$ cat src/rtl/core/psmpd_pkg.sv
// Shared types and constants for the point set diameter core.
// Used by every module under rtl/core except psmpd_point_mem; no dependencies of its own.
`timescale 1ns / 1ps

package psmpd_pkg;

  // Field widths fixed by the stream format
  localparam int unsigned TAG_W  = 16;
  localparam int unsigned DSQ_W  = 50;
  localparam int unsigned DIST_W = 25;

  // Coordinates are sign-extended to this width before subtraction
  // (holds any coordinate width up to 32 bits).
  localparam int unsigned EXT_W  = 33;

  // Magnitudes of 2^MAG_W or more square beyond the result range
  localparam int unsigned MAG_W  = 25;

  localparam logic [DSQ_W-1:0] SQ_MAX = {DSQ_W{1'b1}};

  // Defaults for the top-level parameters
  localparam int unsigned MAX_POINTS_DEF  = 1024;
  localparam int unsigned COORD_WIDTH_DEF = 24;

  // Sequencer states
  typedef enum logic [2:0] {
    ST_IDLE,
    ST_SCAN,
    ST_DRAIN,
    ST_ROOT,
    ST_EMIT
  } state_e;

  // Status from the distance pipeline to the sequencer
  typedef struct packed {
    logic             busy;     // any stage holds a beat
    logic             vld;      // dist_sq is a fresh result
    logic [DSQ_W-1:0] dist_sq;  // saturated squared distance
  } pipe_st_t;

endpackage

$ cat src/rtl/core/psmpd_dist_pipe.sv
// Three-stage squared distance pipeline: difference, square, saturating sum.
// Depends on psmpd_pkg; fed from psmpd_point_mem read data.
`timescale 1ns / 1ps

module psmpd_dist_pipe #(
  parameter int unsigned COORD_WIDTH = 24
) (
  input  logic                       clk_i,
  input  logic                       rst_ni,
  input  logic                       rd_issue_i,  // a store read is issued
  input  logic [3*COORD_WIDTH-1:0]   rd_data_i,   // {z, y, x}
  input  logic [3*COORD_WIDTH-1:0]   pt_i,        // {z, y, x} of the new point
  output psmpd_pkg::pipe_st_t        status_o
);
  import psmpd_pkg::*;

  localparam int unsigned CW = COORD_WIDTH;

  logic                 rd_vld_q;
  logic                 mag_vld_q;
  logic                 sq_vld_q;
  logic                 sum_vld_q;

  logic [2:0]           big_d, big_q;
  logic [MAG_W-1:0]     mag_d [3];
  logic [MAG_W-1:0]     mag_q [3];
  logic [DSQ_W-1:0]     sq_q  [3];
  logic                 sq_big_q;
  logic [DSQ_W+1:0]     sum;
  logic [DSQ_W-1:0]     dist_q;

  // Valid chain
  always_ff @(posedge clk_i or negedge rst_ni) begin
    if (!rst_ni) begin
      rd_vld_q  <= 1'b0;
      mag_vld_q <= 1'b0;
      sq_vld_q  <= 1'b0;
      sum_vld_q <= 1'b0;
    end else begin
      rd_vld_q  <= rd_issue_i;
      mag_vld_q <= rd_vld_q;
      sq_vld_q  <= mag_vld_q;
      sum_vld_q <= sq_vld_q;
    end
  end

  // Stage 1: per-axis absolute difference, flag magnitudes out of range
  always_comb begin
    logic [EXT_W-1:0] ea;
    logic [EXT_W-1:0] eb;
    logic [EXT_W:0]   d;
    logic [EXT_W:0]   ad;
    for (int k = 0; k < 3; k++) begin
      ea = {{(EXT_W-CW){pt_i[k*CW+CW-1]}}, pt_i[k*CW +: CW]};
      eb = {{(EXT_W-CW){rd_data_i[k*CW+CW-1]}}, rd_data_i[k*CW +: CW]};
      d  = {ea[EXT_W-1], ea} - {eb[EXT_W-1], eb};
      ad = d[EXT_W] ? (~d + 1'b1) : d;
      big_d[k] = |ad[EXT_W:MAG_W];
      mag_d[k] = ad[MAG_W-1:0];
    end
  end

  always_ff @(posedge clk_i) begin
    if (rd_vld_q) begin
      big_q <= big_d;
      for (int k = 0; k < 3; k++) begin
        mag_q[k] <= mag_d[k];
      end
    end
  end

  // Stage 2: squares, one 25x25 multiplier per axis
  always_ff @(posedge clk_i) begin
    if (mag_vld_q) begin
      sq_big_q <= |big_q;
      for (int k = 0; k < 3; k++) begin
        sq_q[k] <= DSQ_W'(mag_q[k] * mag_q[k]);
      end
    end
  end

  // Stage 3: sum and saturate
  assign sum = (DSQ_W+2)'(sq_q[0]) + (DSQ_W+2)'(sq_q[1]) + (DSQ_W+2)'(sq_q[2]);

  always_ff @(posedge clk_i) begin
    if (sq_vld_q) begin
      if (sq_big_q || (sum > (DSQ_W+2)'(SQ_MAX))) begin
        dist_q <= SQ_MAX;
      end else begin
        dist_q <= sum[DSQ_W-1:0];
      end
    end
  end

  assign status_o.busy    = rd_vld_q | mag_vld_q | sq_vld_q | sum_vld_q;
  assign status_o.vld     = sum_vld_q;
  assign status_o.dist_sq = dist_q;

endmodule

$ cat config.mk
export PLATFORM = sky130hd
export DESIGN_NAME = psmpd_dist_pipe
export DESIGN_NICKNAME = d
export VERILOG_FILES = /design/src/rtl/core/psmpd_pkg.sv /design/src/rtl/core/psmpd_dist_pipe.sv
export SDC_FILE = /design/constraint.sdc
export NUM_CORES = 2
export LEC_CHECK = 0
export BUFFER_PORTS_ARGS = -buffer_cell sky130_fd_sc_hd__buf_2
export CORE_ASPECT_RATIO = 1.4
export CORE_MARGIN = 3
export CORE_UTILIZATION = 55
export CTS_CLUSTER_SIZE = 10
export DETAILED_ROUTE_END_ITERATION = 7
export GPL_ROUTABILITY_DRIVEN = 0
export MAX_ROUTING_LAYER = met4
export PLACE_DENSITY = 0.79
export SYNTH_ARGS = -nofsm -noshare
export SYNTH_HDL_FRONTEND = slang
export SYNTH_SLANG_ARGS = --single-unit
$ cat constraint.sdc
create_clock -name clk_i -period 9.5 [get_ports clk_i]
set_clock_uncertainty 0.2 [all_clocks]
set_input_delay 1.9 -clock clk_i [delete_from_list [all_inputs] [get_ports clk_i]]
set_output_delay 1.9 -clock clk_i [all_outputs]
set_load 0.03 [all_outputs]
== Yosys cells after proc, flatten, opt, wreduce, memory -nomap -nowiden ==
Memory sizes are Yosys's and may differ from the RTL's.
Cells that the tools add are included.
Word-level totals
  register bits after elaboration: 58
  memory bits (writable): 225
  bits of input ports: 147
  output and inout port bits: 52
  word-level logic and storage cells: 39
  memories: 2
Cells by class
  $add $sub $neg: 8
  multiply operators: 3
  $lt $le $gt $ge: 1
  multiplexer cells: 7
  bitwise operators: 6
  reduce and logical (&&, ||, !) cells: 5
Memory list
  sq_q: words 3, bits a word 50, rd ports 3, clocked after Yosys merged registers in 0, wr ports 3, line psmpd_dist_pipe.sv:27  | logic [DSQ_W-1:0] sq_q [3];
  mag_q: words 3, bits a word 25, rd ports 3, clocked after Yosys merged registers in 0, wr ports 3, line psmpd_dist_pipe.sv:26  | logic [MAG_W-1:0] mag_q [3];
Operators with widths (count)
  $mul 25x25->50: 3
  $add 34x1->34 const B: 3
  $mux 34: 3
  $not 34->34: 3
  $sub 24x24->25: 3
  $add 51x50->52: 1
  $gt 52x50->1 const B: 1
  $add 50x50->51: 1
  $reduce_or 9->1: 3
  $mux 1: 4
  $or 1x1->1: 3
  $reduce_or 3->1: 1
  $logic_or 1x1->1: 1

== Depth between registers and ports, before layout ==
  word-level depth: 5
  gate-level depth with buffers: 29
  mapped depth without buffers: 27

== Worst setup path after synthesis ==
OpenSTA, ideal clock, no wires.
  path kind: reg-to-reg
  start point: memory mag_q[1][18], in the netlist mag_q[0][43]
  end point: memory sq_q[1][42], in the netlist sq_q[0][92] (data pin)
  library setup time: 266 ps
  data arrival time: 7111 ps
  required time: 9034 ps
  slack: 1923 ps
  cell stages (with the launch flop): 27
  buffers on the path: 2
  period minus slack after synthesis: 7577 ps
  cells stage by stage: edfxtp_1 > clkbuf_1 > clkbuf_1 > nand2_1 > fa_1 > inv_1 > fa_1 > inv_1 > fa_1 > fa_1 > inv_1 > fa_1 > fa_1 > inv_1 > fa_1 > inv_1 > ha_1 > a21oi_1 > o21bai_1 > a21o_1 > a21o_1 > a2111oi_0 > o31ai_1 > a41o_1 > a311oi_1 > o21ai_0 > xor2_1
RTL lines (line)
  start, declared: psmpd_dist_pipe.sv:26
  end, declared: psmpd_dist_pipe.sv:27

==> reports/metrics.yaml <==
synth_warnings: 0
synthAdderAreaFrac_pct: 52.2
rsz0062_at_grt: "false"
worstPathCellList: "nand2_1 > fa_1 > inv_1 > fa_1 > inv_1 > fa_1 > fa_1 > inv_1 > fa_1 > fa_1 > fa_1 > ha_1 > nand2_1 > o21ai_0 > a31oi_1 > o21ai_0 > a2111oi_0 > o41ai_1 > a21oi_1 > a21oi_1 > a21boi_0 > xnor2_1"
synthXorXnorAreaFrac_pct: 3.86
areaGrowthSynthToFinish_pct: 5.53
nets: 10100
post_cts_buffers: 0
r2r_cells: 22
grt_usage_pct: 27.8
cts_root_buf: "clkbuf_16"
initial_core_util_pct: 55.6
fmax_ghz: 0.114
synth_top_area_share_pct: 40.4
finalMaxSlewViolations: 0
synth_area_leader_cell: "fa_1"
syn_area_per_cell_um2: 9.32
cpPeakStageDelay_ns: 1.23
synthArstFlopShare_pct: 1.43
grt_overflow: 0
ys_ff_latch: 280
crit_arrival_ns: 8.94
post-route-util_pct: 58.6
synthCells: 7714
clkTransAtPathRegs_ns: 0.06
h-tree-depth: 2
design.portCount: 199
grt_first_pass_wirelength_mm: 290
die_w_um: 312
synth-main-ff-cell: "edfxtp_1"
drtIter0Drc: 3441
synth_top_family_by_area: "adder cells"
clock-sinks: 280
criticalPathCategory: "reg2reg"
synth-compound-area-share_pct: 8.05
synth_cell_types: 92
tightest_slew_ns: 1.33
ctsResizeCount: 0
numPortBuffers: 198
slew_headroom_pct: 11.3
wl_per_cell_um: 18.8
setup_viol: 0
ctsHoldBuffers: 0
antenna_found_initial: 3
drc: 0
cts_tree: "built"
ant_nets: 0
layout_min_cycle_time_ns: 8.79
vias: 53000
synth_area_leaders: "fa_1 (40%), ha_1 (12%), edfxtp_1 (12%), inv_1 (11%), nand2_1 (3.5%)"
crit_path_end_kind: "flop"
critical-path-top-delay-family: "adder cells"
setup-tns-final_ns: 0
dr.pass1.iters: 7
required_ns: 9.64
ys_seq_area_share_pct: 11.7
cp_max_fo: 25
core_area_um2: 129000
worstSetupStartpointType: "flop"
clock_latency_ns: 0.63
crit_cells: 22
cp_num_buf_inv: 3
wl_mm: 179
syn_area_um2: 71900
yosys.area_share.simple_pct: 11.5
drv_cap: 0
crit_top_cell: "fa_1"
holdPathStages: 1
grt_start_max_net_pins: 82
fp-row-count: 156
synthMuxAreaShare_pct: 0.219
cp_slowest_cell: "edfxtp_1"
run_status: "complete, no violations"
die-area_um2: 135000
synth-edff-count: 276
hp-class: "reg2reg"
dp_hpwl_mm: 150
die_h_um: 434
drive_gt1_share_pct: 4.68
numCtsBuffers: 38
finalHoldViolCount: 0
clock_path_buffers: 3
period_share_pct: 92.6
grt_pass1_vias: 58600
vias_per_cell: 5.54
## sequential cells by signal, indices dropped and copies added, names as in the netlist
name / cells
sq_q: 147
sum_vld_q: 1
big_q: 3
sq_big_q: 1
mag_q: 75
mag_vld_q: 1
dist_q: 50
rd_vld_q: 1
sq_vld_q: 1
## cells by family after synthesis
logic type | after synthesis
xor gates and xnor gates | 317
AOI/OAI and AO/OA | 890
and+or+nand+nor | 1697
adders and majority gates | 2128
other | 2
DFF | 280
buffers and inverters | 2385
muxes | 15
## layout by cell type, fill, tap and decap left out, types with 8 or more instances in the layout
master | netlist | final
nand2_1 | 679 | 679
ha_1 | 677 | 677
a31oi_1 | 44 | 44
nor4_1 | 13 | 13
a41oi_1 | 8 | 8
nand3_1 | 70 | 70
o211ai_1 | 15 | 15
o21bai_1 | 42 | 42
a211oi_1 | 29 | 29
a21oi_1 | 261 | 260
buf_2 | 11 | 198
o31a_1 | 10 | 10
clkbuf_1 | 214 | 14
xor2_1 | 106 | 106
o41ai_1 | 14 | 14
or3_1 | 18 | 18
nand2b_1 | 39 | 39
inv_1 | 2152 | 2152
and3_1 | 44 | 44
buf_4 | 3 | 72
clkbuf_16 | 0 | 39
and4_1 | 11 | 11
o21a_1 | 46 | 46
nand4_1 | 36 | 36
nor2b_1 | 52 | 52
nand4b_1 | 9 | 9
a21boi_0 | 10 | 10
fa_1 | 1451 | 1451
xnor2_1 | 211 | 211
edfxtp_1 | 276 | 276
nor3_1 | 49 | 49
o31ai_1 | 20 | 20
nor2_1 | 247 | 247
or2_2 | 14 | 14
a21o_1 | 143 | 143
o21ai_0 | 159 | 159
mux2i_1 | 9 | 9
a221oi_1 | 11 | 11
and2_1 | 383 | 383
## metal layers
layer / up-vias / routed length, um / global-route usage (%) / share of wire (%)
li1: 23600 / - / - / -
met3: 827 / 12600 / 3.51 / 7.0
met4: 0 / 14000 / 18.0 / 7.8
met2: 2265 / 91700 / 49.0 / 51
met1: 26300 / 61200 / 29.7 / 34
met5: - / 0 / - / 0
## metrics by stage
stage	hold slack [ns]	cells	setup slack (ns)	area, um^2
final	0.295	9560	0.705	75900
after global routing	0.324	9558	0.349	75900
after CTS	0.297	9557	0.878	75900
after detailed placement	0.285	9493	0.910	74700
after global placement	0.280	9493	0.969	74700
after floorplan	0.224	7718	1.92	71900
## cell usage after synthesis, drive strengths merged, types with 6 or more instances
cell type and instances:
xor2 106, and2 385, clkbuf 214, o41ai 14, o21ai 163, nor2b 52
edfxtp 276, a21o 146, fa 1451, a31oi 44, mux2i 9, a21boi 11
nor4 14, and3 44, nand3 70, o21a 46, o211ai 15, nand4 36
nor3b 6, a221oi 12, or2 15, a211oi 30, nor3 51, or3 18
a2111oi 9, o31a 10, o31ai 21, mux2 6, nand4b 9, a311oi 7
buf 19, a21oi 261, nand2 680, and4 11, a41oi 8, o21bai 42
xnor2 211, nor2 248, nand2b 39, ha 677, inv 2152
## final timing paths
check                                       from               endpoint  slack, ns
max                        mag_q[0][7]$_DFFE_PP_  sq_q[0][44]$_DFFE_PP_       0.71
min                           big_q[2]$_DFFE_PP_     sq_big_q$_DFFE_PP_       0.29
max reg2reg                mag_q[0][7]$_DFFE_PP_  sq_q[0][44]$_DFFE_PP_       0.71
min reg2reg                   big_q[2]$_DFFE_PP_     sq_big_q$_DFFE_PP_       0.29
max in group asynchronous                 rst_ni    mag_vld_q$_DFF_PN0_       7.99
min in group asynchronous                 rst_ni     rd_vld_q$_DFF_PN0_       0.95
## cell type report
| class | count | area, um^2 |
|---|---|---|
| clock buffers | 54 | 1040 |
| multi-input cells | 5053 | 54500 |
| fillers | 10600 | 53500 |
| well taps | 1738 | 2170 |
| diodes | 3 | 7.51 |
| repair buffers | 270 | 1530 |
| flip-flops and latches | 280 | 8400 |
| inverters | 2152 | 8080 |
| clock inverters | 10 | 96.3 |
## worst register-to-register path, cell delays in order, from the launching register on
cell and delay, ns:
edfxtp_1 1.23, nand2_1 0.29, fa_1 0.56, inv_1 0.05, fa_1 0.50, inv_1 0.05, fa_1 0.41, fa_1 0.55
inv_1 0.06, fa_1 0.63, fa_1 0.49, fa_1 0.47, ha_1 0.39, nand2_1 0.12, o21ai_0 0.22, a31oi_1 0.11
o21ai_0 0.30, a2111oi_0 0.15, o41ai_1 0.95, a21oi_1 0.20, a21oi_1 0.29, a21boi_0 0.16, xnor2_1 0.14
Power is left out: the tool's default activity adds up to more than one toggle a clock period on the data nets, which glitch-free logic cannot reach.
