==> src/rtl/core/psmpd_pkg.sv <==
// Shared types and constants for the point set diameter core.
// Used by every module under rtl/core except psmpd_point_mem; no dependencies of its own.
`timescale 1ns / 1ps

package psmpd_pkg;

  // Field widths fixed by the stream format
  localparam int unsigned TAG_W  = 16;
  localparam int unsigned DSQ_W  = 50;
  localparam int unsigned DIST_W = 25;

  // Coordinates are sign-extended to this width before subtraction
  // (holds any coordinate width up to 32 bits).
  localparam int unsigned EXT_W  = 33;

  // Magnitudes of 2^MAG_W or more square beyond the result range
  localparam int unsigned MAG_W  = 25;

  localparam logic [DSQ_W-1:0] SQ_MAX = {DSQ_W{1'b1}};

  // Defaults for the top-level parameters
  localparam int unsigned MAX_POINTS_DEF  = 1024;
  localparam int unsigned COORD_WIDTH_DEF = 24;

  // Sequencer states
  typedef enum logic [2:0] {
    ST_IDLE,
    ST_SCAN,
    ST_DRAIN,
    ST_ROOT,
    ST_EMIT
  } state_e;

  // Status from the distance pipeline to the sequencer
  typedef struct packed {
    logic             busy;     // any stage holds a beat
    logic             vld;      // dist_sq is a fresh result
    logic [DSQ_W-1:0] dist_sq;  // saturated squared distance
  } pipe_st_t;

endpackage

==> src/rtl/core/psmpd_isqrt.sv <==
// Bit-serial floor square root of a 50-bit value, one result bit per cycle.
// Depends on psmpd_pkg.
`timescale 1ns / 1ps

module psmpd_isqrt (
  input  logic                          clk_i,
  input  logic                          rst_ni,
  input  logic                          start_i,
  input  logic [psmpd_pkg::DSQ_W-1:0]   value_i,
  output logic                          done_o,
  output logic [psmpd_pkg::DIST_W-1:0]  root_o
);
  import psmpd_pkg::*;

  localparam int unsigned REM_W  = DIST_W + 2;
  localparam int unsigned STEP_W = $clog2(DIST_W);
  localparam logic [STEP_W-1:0] LAST_STEP = STEP_W'(DIST_W - 1);

  logic              busy_q;
  logic              done_q;
  logic [STEP_W-1:0] step_q;
  logic [DSQ_W-1:0]  rad_q;
  logic [REM_W-1:0]  rem_q;
  logic [DIST_W-1:0] root_q;

  logic [REM_W+1:0]  rem_sh;
  logic [REM_W+1:0]  trial;
  logic [REM_W+1:0]  diff;
  logic              ge;

  // One restoring step: bring down two radicand bits, try root*4+1
  assign rem_sh = {rem_q, rad_q[DSQ_W-1 -: 2]};
  assign trial  = {2'b00, root_q, 2'b01};
  assign ge     = (rem_sh >= trial);
  assign diff   = rem_sh - trial;

  // Control
  always_ff @(posedge clk_i or negedge rst_ni) begin
    if (!rst_ni) begin
      busy_q <= 1'b0;
      done_q <= 1'b0;
      step_q <= '0;
    end else begin
      done_q <= 1'b0;
      if (start_i) begin
        busy_q <= 1'b1;
        step_q <= '0;
      end else if (busy_q) begin
        step_q <= step_q + 1'b1;
        if (step_q == LAST_STEP) begin
          busy_q <= 1'b0;
          done_q <= 1'b1;
        end
      end
    end
  end

  // Datapath
  always_ff @(posedge clk_i) begin
    if (start_i) begin
      rad_q  <= value_i;
      rem_q  <= '0;
      root_q <= '0;
    end else if (busy_q) begin
      rad_q  <= {rad_q[DSQ_W-3:0], 2'b00};
      rem_q  <= ge ? diff[REM_W-1:0] : rem_sh[REM_W-1:0];
      root_q <= {root_q[DIST_W-2:0], ge};
    end
  end

  assign done_o = done_q;
  assign root_o = root_q;

endmodule

==> config.mk <==
export PLATFORM = sky130hd
export DESIGN_NAME = psmpd_isqrt
export DESIGN_NICKNAME = d
export VERILOG_FILES = /design/src/rtl/core/psmpd_pkg.sv /design/src/rtl/core/psmpd_isqrt.sv
export SDC_FILE = /design/constraint.sdc
export NUM_CORES = 1
export LEC_CHECK = 0
export BUFFER_PORTS_ARGS = -buffer_cell sky130_fd_sc_hd__buf_4
export CAP_MARGIN = 20
export CORE_ASPECT_RATIO = 1.1
export CORE_MARGIN = 1
export CORE_UTILIZATION = 50
export DETAILED_ROUTE_END_ITERATION = 12
export MAX_ROUTING_LAYER = met4
export PLACE_DENSITY = 0.7
export SLEW_MARGIN = 20
export SYNTH_ARGS = -nofsm -noshare
export SYNTH_HDL_FRONTEND = slang
export SYNTH_SLANG_ARGS = --single-unit
==> constraint.sdc <==
create_clock -name clk_i -period 3.1 [get_ports clk_i]
set_clock_uncertainty 0.15 [all_clocks]
set_input_delay 0.62 -clock clk_i [delete_from_list [all_inputs] [get_ports clk_i]]
set_output_delay 0.62 -clock clk_i [all_outputs]
set_load 0.02 [all_outputs]
-- Word level (Yosys, flattened, before mapping)
Index checks and enable logic that the tools add are counted.
- add/sub/neg operators: 2
- equality and inequality tests: 1
- reductions and logical operators: 1
- muxes and demuxes: 11
- order comparisons: 1
- operators with widths (cell ; number):
    $mux 50 ; 2
    $ge 29x27->1 ; 1
    $mux 27 ; 1
    $sub 27x27->27 ; 1
    $mux 5 ; 2
    $mux 1 ; 6
    $add 5x1->5 const B ; 1
    $eq 5x5->1 const B ; 1
    $reduce_bool 2->1 ; 1
- input port bits: 53
- logic and storage cells: 22
- output and inout bits: 26
- register bits: 109

-- Longest topological paths before layout
Gate-level depths: netlist of run 1.
- word-level depth: 4
- gate-level depth with buffers: 12
- depth with buffers taken out: 10

-- Worst setup path before layout of run 1
Ideal clock, no wire load.
- kind: reg2reg
- from: register root_q[0], in the netlist root_o[0]
- to: register rem_q[22]
- required time: 2.808 ns
- setup slack: 0.346 ns
- library setup time: 0.142 ns
- period minus slack after synthesis: 2.754 ns
- data arrival time: 2.462 ns
- stages on the path, launching flop included: 11
- buffers on the path: 0
- cell sequence: dfxtp_1 -> inv_1 -> ha_1 -> nor2b_1 -> o31a_1 -> o221a_2 -> nor3_2 -> nor4_1 -> or4_1 -> o211ai_1 -> a311oi_1
- cells in the longest elaborated chain, start to end: 2
- elaborated cells on any way between the ends: 3
- those cells by class: add/sub (1); order compare (1); mux (1)
- ends and longest elaborated chain (element ; line ; RTL):
    start, declared ; psmpd_isqrt.sv:24 ; logic [DIST_W-1:0] root_q;
    start signal, assigned ; psmpd_isqrt.sv:67 ; root_q <= {root_q[DIST_W-2:0], ge};
    $sub 27x27->27 or $ge 29x27->1 (tied branches) ; psmpd_isqrt.sv:35, psmpd_isqrt.sv:34 ;
    $mux 27 (*) ; psmpd_isqrt.sv:66 ; rem_q <= ge ? diff[REM_W-1:0] : rem_sh[REM_W-1:0];
    end signal, assigned ; psmpd_isqrt.sv:66 ;
    end, declared ; psmpd_isqrt.sv:23 ; logic [REM_W-1:0] rem_q;
Every way passes the cells marked *; elsewhere a longest branch is shown, timed or not.
A chain may end at the register's enable or synchronous reset.

-- Worst setup path in the final report of run 1
- from: register root_q[6], in the netlist root_o[6]
- to: register rem_q[26]
The elaborated chain is that of the path after synthesis.

==> results.py, run 1 <==
metrics = {
    "synth": {
        "synthesis.nets": 712,
        "synthAdderAreaFrac": 0.0582,
        "ys_seq_elements": 109,
        "synthXorXnorAreaFrac": 0.0253,
        "yosys-mux-area-fraction": 0.127,
        "synth-edff-count": 50,
        "netlist_area_um2": 6240,
        "ys.flop_type": "dfxtp_1",
        "synth_simple_gate_area_share": 0.135,
        "synth_warnings": 0,
        "synth_cell_types": 60,
        "synthCells": 630,
        "synth_seq_area_share": 0.436,
        "synth_compound_area_frac": 0.166,
        "async_flop_share": 0.0642,
        "syn_area_per_cell_um2": 9.90,
        "synth_top_family_by_area": "compound AO/OA/AOI/OAI gates",
    },
    "finish": {
        "synthToLayoutAreaGrowth_pct": 18.3,
        "nets": 786,
        "antenna_cells": 0,
        "multi_input_area_um2": 3230,
        "final_core_util": 0.611,
        "final_cell_area_um2": 7380,
        "layout_common_cells": "buf_4 (97), nor2_1 (76), dfxtp_1 (52)",
        "final_common_cell": "buf_4",
        "layout-drive-gt1-share": 0.265,
        "fillCellCount": 1037,
        "final-instance-count-excl-fill": 863,
        "regArea_um2": 2720,
    },
    "setup_path": {
        "cp_cell_sequence": "inv_1, ha_1, a21oi_1, o221a_2, nor2_1, nor3_4, o31a_1, o311ai_0, o21ai_0, a311oi_1",
        "start_kind": "flip-flop",
        "critPathCaptureType": "flip-flop",
        "slowest_delay_ns": 0.40,
        "critPathTopFamily": "compound AO/OA/AOI/OAI gates",
        "crit_buf_inv": 1,
        "critical_path_class": "reg -> reg",
        "arrival_ns": 3.09,
        "required_ns": 3.22,
        "crit_path_top_delay_cell": "ha_1",
        "critPathMaxFanout": 6,
    },
    "sta": {
        "fin_crit_sh": 0.960,
        "finalMaxSlewViolations": 0,
        "grt_setup_unrepaired": "yes",
        "finalSetupTns_ns": 0,
        "max_slew.worst_pin.slew_ns": 0.964,
        "max_clock_freq_mhz": 336,
        "final.min_clock_period_ns": 2.97,
        "hold_viol": 0,
        "holdWs_ns": 0.363,
        "fin_ws_ns": 0.126,
        "slew_headroom": 0.357,
        "setup_viol": 0,
    },
    "clocking": {
        "numCtsBuffers": 9,
        "cts_sinks": 109,
        "cts.clk_slew.worst_paths_ns": 0.07,
        "cts_max_level": 3,
        "insertion_delay_ns": 0.36,
        "cts_tree": "built",
        "clock_tree.buffer_depth": 2,
        "clockRootBuffer": "clkbuf_16",
    },
    "min_path": {
        "hp-class": "reg -> reg",
    },
    "die": {
        "core_area_um2": 12100,
        "start_util": 0.516,
        "fp-row-count": 42,
        "ioPinCount": 79,
        "fp.dieW_um": 108,
        "die_height_um": 119,
        "die-area_um2": 12900,
    },
    "grt": {
        "grt_pass1_wl_um": 23000,
        "antenna_found_initial": 0,
        "gr-total-overflow": 0,
        "grt_util_all_layers": 0.232,
        "first_global_vias": 5006,
        "grt_max_degree": 104,
    },
    "route": {
        "wl_um": 13800,
        "num_vias": 5080,
        "drc": 0,
        "wl_per_cell_um": 16.0,
        "drtIter0Drc": 308,
        "first_pass_iters": 6,
        "postRouteAntennaNets": 0,
        "vias_per_cell": 5.89,
    },
    "outcome": {
        "status": "complete, no violations",
    },
    "pwr": {
        "power.density_nw_per_um2": 900,
        "leakagePower_nw": 3.15,
        "peakVddDrop_uv": 392,
        "finalPower_mw": 6.64,
    },
    "place": {
        "place_ws_ns": 0.105,
        "gp_congestion": 0.913,
        "placed_cells": 844,
        "hpwl_um": 9600,
        "placed_cell_area_um2": 7040,
        "io_buffers": 78,
    },
    "flow_run": {
        "maxCapViolations": 0,
    },
}
## flip-flops by register name (all words and copies together) (netlist names)
| signal | count |
|---|---|
| rad_q | 50 |
| rem_q | 27 |
| root_o | 25 |
| step_q | 5 |
| busy_q | 1 |
| done_o | 1 |
## area by class of cell
| cell class | instances | area share |
|---|---|---|
| tap | 154 | 0.0261 |
| multi-input combinational | 440 | 0.437 |
| clock buffer | 9 | 0.0305 |
| timing repair buffer | 101 | 0.108 |
| clock inverter | 7 | 0.00780 |
| inverter | 43 | 0.0219 |
| sequential | 109 | 0.368 |
## power by group
| part | switching, mW | internal, mW |
|---|---|---|
| registers | 0.161 | 1.74 |
| clock network | 0.551 | 0.555 |
| logic | 2.02 | 1.61 |
## cell families (layout without fill, tap and decap cells)
group | after synthesis | after routing
AOI/OAI and AO/OA | 142 | 142
xor gates and xnor gates | 18 | 18
adders and majority gates | 29 | 29
buffers and inverters | 81 | 160
DFF | 109 | 109
muxes | 73 | 73
and+or+nand+nor | 178 | 178
## synthesized netlist by cell type, types with 3 or more instances
library cell | instances | area, um2
mux2i_1 | 25 | 250
o311ai_0 | 3 | 26.3
nand2_1 | 25 | 93.8
nor3_1 | 10 | 50.1
mux2_2 | 48 | 541
or3_1 | 4 | 25.0
o21ai_0 | 31 | 155
a211oi_1 | 4 | 30.0
edfxtp_1 | 50 | 1500
xnor2_1 | 12 | 105
a21o_1 | 4 | 30.0
xor2_1 | 6 | 52.6
nor4_1 | 8 | 50.1
buf_1 | 8 | 30.0
nor2b_1 | 5 | 31.3
o31ai_1 | 4 | 30.0
and3_1 | 8 | 50.1
o211ai_1 | 8 | 60.1
ha_1 | 29 | 363
nor2_1 | 77 | 289
o21a_1 | 8 | 60.1
a311oi_1 | 19 | 166
buf_2 | 6 | 30.0
inv_1 | 43 | 161
clkbuf_1 | 20 | 75.1
o31a_1 | 5 | 43.8
a31oi_1 | 3 | 18.8
dfxtp_1 | 52 | 1040
nand3_1 | 21 | 105
nand4_1 | 7 | 43.8
a21oi_1 | 32 | 160
dfrtp_1 | 7 | 175
## final timing paths
| kind | cells after the start | to | from | slack, ns |
|---|---|---|---|---|
| worst max-delay path | 10 | rem_q[26] | root_o[6] | 0.13 |
| worst min-delay path | 2 | rem_q[12] | rem_q[12] | 0.36 |
| worst max register to register | 10 | rem_q[26] | root_o[6] | 0.13 |
| worst min register to register | 2 | rem_q[12] | rem_q[12] | 0.36 |
| max in group asynchronous | 2 | busy_q | rst_ni | 2.22 |
| min in group asynchronous | 2 | busy_q | rst_ni | 0.46 |
## worst register-to-register path: stages, from the launching register on
cell and delay [ns]:
dfxtp_1 0.37, inv_1 0.07, ha_1 0.40, a21oi_1 0.15, o221a_2 0.30, nor2_1 0.22
nor3_4 0.10, o31a_1 0.27, o311ai_0 0.31, o21ai_0 0.23, a311oi_1 0.31
## routing by layer
layer  wire [um]  track usage  vias to the layer above  part of all wire
met1        6100        0.282                     2399              0.44
met2        6580        0.369                      186              0.48
li1            -            -                     2461                 -
met5           0            -                        -                 0
met3         756       0.0389                       34             0.055
met4         409        0.118                        0             0.030
## what timing repair did
action / 4_1_cts / 5_1_grt
hold endpoints to repair: 7 / 0
hold buffers: 1 / 0
setup endpoints to repair: 0 / 21
setup buffers: 0 / 2
resized for setup: 0 / 7
Note: power is estimated with default switching activity, not from simulation.
==> run 2, diff against run 1 <==
--- a/config.mk
+++ b/config.mk
@@ -13,6 +13,7 @@
 export DETAILED_ROUTE_END_ITERATION = 12
 export MAX_ROUTING_LAYER = met4
 export PLACE_DENSITY = 0.7
+export REMOVE_ABC_BUFFERS = 1
 export SLEW_MARGIN = 20
 export SYNTH_ARGS = -nofsm -noshare
 export SYNTH_HDL_FRONTEND = slang
==> constraint.sdc (replaced) <==
create_clock -name clk_i -period 3.1 [get_ports clk_i]
set_clock_uncertainty 0.15 [all_clocks]
set_input_delay 0.31 -clock clk_i [delete_from_list [all_inputs] [get_ports clk_i]]
set_output_delay 0.31 -clock clk_i [all_outputs]
set_load 0.02 [all_outputs]
==> run 2 against run 1 <==
- combinational power increased by 5%
- sequential power hardly changed
- clock power is essentially flat
- count of clock-buffer cells in the layout rose by 1
- register-to-register slack hardly changed
- first-iteration DRC count rose by 18%
==> results.py, run 2 (synthesis gave the netlist of run 1 again) <==
metrics = {
    "route": {
        "vias_per_cell": 5.79,
        "first_pass_iters": 5,
        "drc": 0,
        "postRouteAntennaNets": 0,
        "num_vias": 5063,
        "wl_per_cell_um": 16.4,
        "drtIter0Drc": 364,
        "wl_um": 14400,
    },
    "setup_path": {
        "rr_worst_depth": 11,
        "critical_path_class": "reg -> reg",
        "critPathCaptureType": "flip-flop",
        "r2r-end": "rem_q[23]",
        "start_kind": "flip-flop",
        "critPathMaxFanout": 6,
        "required_ns": 3.20,
        "arrival_ns": 3.08,
        "regToRegSetupSlack_ns": 0.12,
        "rr_startpoint": "root_o[9]",
    },
    "sta": {
        "fin_crit_sh": 0.963,
        "max_clock_freq_mhz": 335,
        "max_slew.worst_pin.slew_ns": 0.846,
        "slew_headroom": 0.430,
        "holdWs_ns": 0.0834,
        "setup_viol": 0,
        "fin_ws_ns": 0.115,
        "hold_viol": 0,
        "finalMaxSlewViolations": 0,
        "final.min_clock_period_ns": 2.98,
    },
    "clocking": {
        "clockRootBuffer": "clkbuf_16",
        "cts.clk_slew.worst_paths_ns": 0.07,
        "numCtsBuffers": 9,
        "cts_max_level": 3,
        "insertion_delay_ns": 0.36,
        "cts_tree": "built",
        "clock_tree.buffer_depth": 2,
        "cts_sinks": 109,
    },
    "pwr": {
        "p_sw_mw": 2.82,
        "leakagePower_nw": 3.19,
        "p_int_mw": 3.99,
        "p_comb_frac": 0.561,
        "seq_power_share": 0.279,
        "p_sw_frac": 0.414,
        "pwr-share-clk": 0.160,
        "peakVddDrop_uv": 382,
        "power.density_nw_per_um2": 913,
    },
    "outcome": {
        "status": "complete, no violations",
    },
    "min_path": {
        "hp-class": "in -> reg",
        "hold_path_end": "rad_q[0]",
        "hp-start": "value_i[0]",
        "hold_depth": 2,
    },
    "die": {
        "core_area_um2": 12100,
        "fp-row-count": 42,
        "start_util": 0.516,
        "die-area_um2": 12900,
        "ioPinCount": 79,
        "fp.dieW_um": 108,
        "die_height_um": 119,
    },
    "grt": {
        "first_global_vias": 5057,
        "gr-total-overflow": 0,
        "grt_util_all_layers": 0.237,
        "grt_max_degree": 85,
        "grt_pass1_wl_um": 23400,
        "antenna_found_initial": 0,
    },
    "finish": {
        "top_register": "rad_q",
        "synthToLayoutAreaGrowth_pct": 19.6,
        "layout-drive-gt1-share": 0.281,
        "layout_common_cells": "buf_4 (107), nor2_1 (75), dfxtp_1 (52)",
        "antenna_cells": 0,
        "largest_reg_flops": 50,
        "final_common_cell": "buf_4",
        "nets": 797,
    },
    "flow_run": {
        "maxCapViolations": 0,
    },
    "place": {
        "io_buffers": 78,
        "place_ws_ns": -0.0449,
        "gp_congestion": 0.925,
        "hpwl_um": 9870,
    },
}
==> run 2: cell types whose count changed in the layout (fill, tap and decap cells not counted), moves of 2 or more <==
cell,before,now
buf_4,97,107
clkinv_4,3,0
inv_6,1,3
nor4_1,8,6
nor4_2,0,2
o311ai_0,3,1
o311ai_1,1,3
==> run 2: per-layer routing <==
metal / global-route usage / share of wire
met1: 0.285 / 0.44
met2: 0.386 / 0.49
met3: 0.0367 / 0.044
met4: 0.110 / 0.032
met5: - / 0
==> run 2: worst max path at each step <==
stage	to	slack [ns]	startpoint
finish	rem_q[23]	0.12	root_o[9]
global route	rem_q[18]	-0.04	root_o[9]
CTS	rem_q[4]	0.05	root_o[0]
detailed placement	root_o[0]	-0.04	root_o[8]
global placement	rem_q[1]	0.01	root_o[10]
floorplan	rad_q[0]	-1.14	busy_q
==> run 2: worst max-delay path, cell delays in order (launching register included) <==
cell	delay [ns]
dfxtp_1	0.41
inv_1	0.07
ha_1	0.39
nand4_1	0.17
nor4_2	0.28
nor2_1	0.14
a21oi_4	0.20
o21ai_4	0.11
a31oi_4	0.30
buf_4	0.17
nor3_1	0.04
a2111oi_1	0.41
==> run 2: timing repair <==
action                                 in CTS  in global routing
gates cloned                                0                  2
setup endpoints to repair                   5                 27
pin swaps                                   0                  4
buffers inserted                            0                  8
endpoints found under the hold margin       7                  0
gates resized for setup                     1                 12
hold buffers                                1                  0
==> run 2: power by group through the flow <==
stage / clock network, mW / registers [mW] / logic, mW
6_report: 1.09 / 1.90 / 3.82
3_5_place_dp: 0 / 1.93 / 3.46
2_1_floorplan: 0 / 1.89 / 2.50
3_3_place_gp: 0 / 1.92 / 3.41
4_1_cts: 1.10 / 1.90 / 3.50
5_1_grt: 1.16 / 1.93 / 4.17
==> run 2: layout make-up <==
class | count | area (um2)
tap | 154 | 193
sequential | 109 | 2720
multi-input combinational | 442 | 3260
timing repair buffer | 110 | 853
clock inverter | 6 | 45.0
fill | 1023 | 4620
inverter | 43 | 161
clock buffer | 10 | 229
==> run 2: through the flow <==
step	instance area [um2]	util	std cells	setup TNS (ns)	total power, mW
4_1_cts	7340	0.607	864	0	6.50
3_3_place_gp	7050	0.584	847	0	5.33
5_1_grt	7460	0.617	874	-0.201	7.26
3_5_place_dp	7050	0.584	847	-0.198	5.39
6_report	7460	0.617	874	0	6.81
2_1_floorplan	6070	-	592	-57.92	4.39
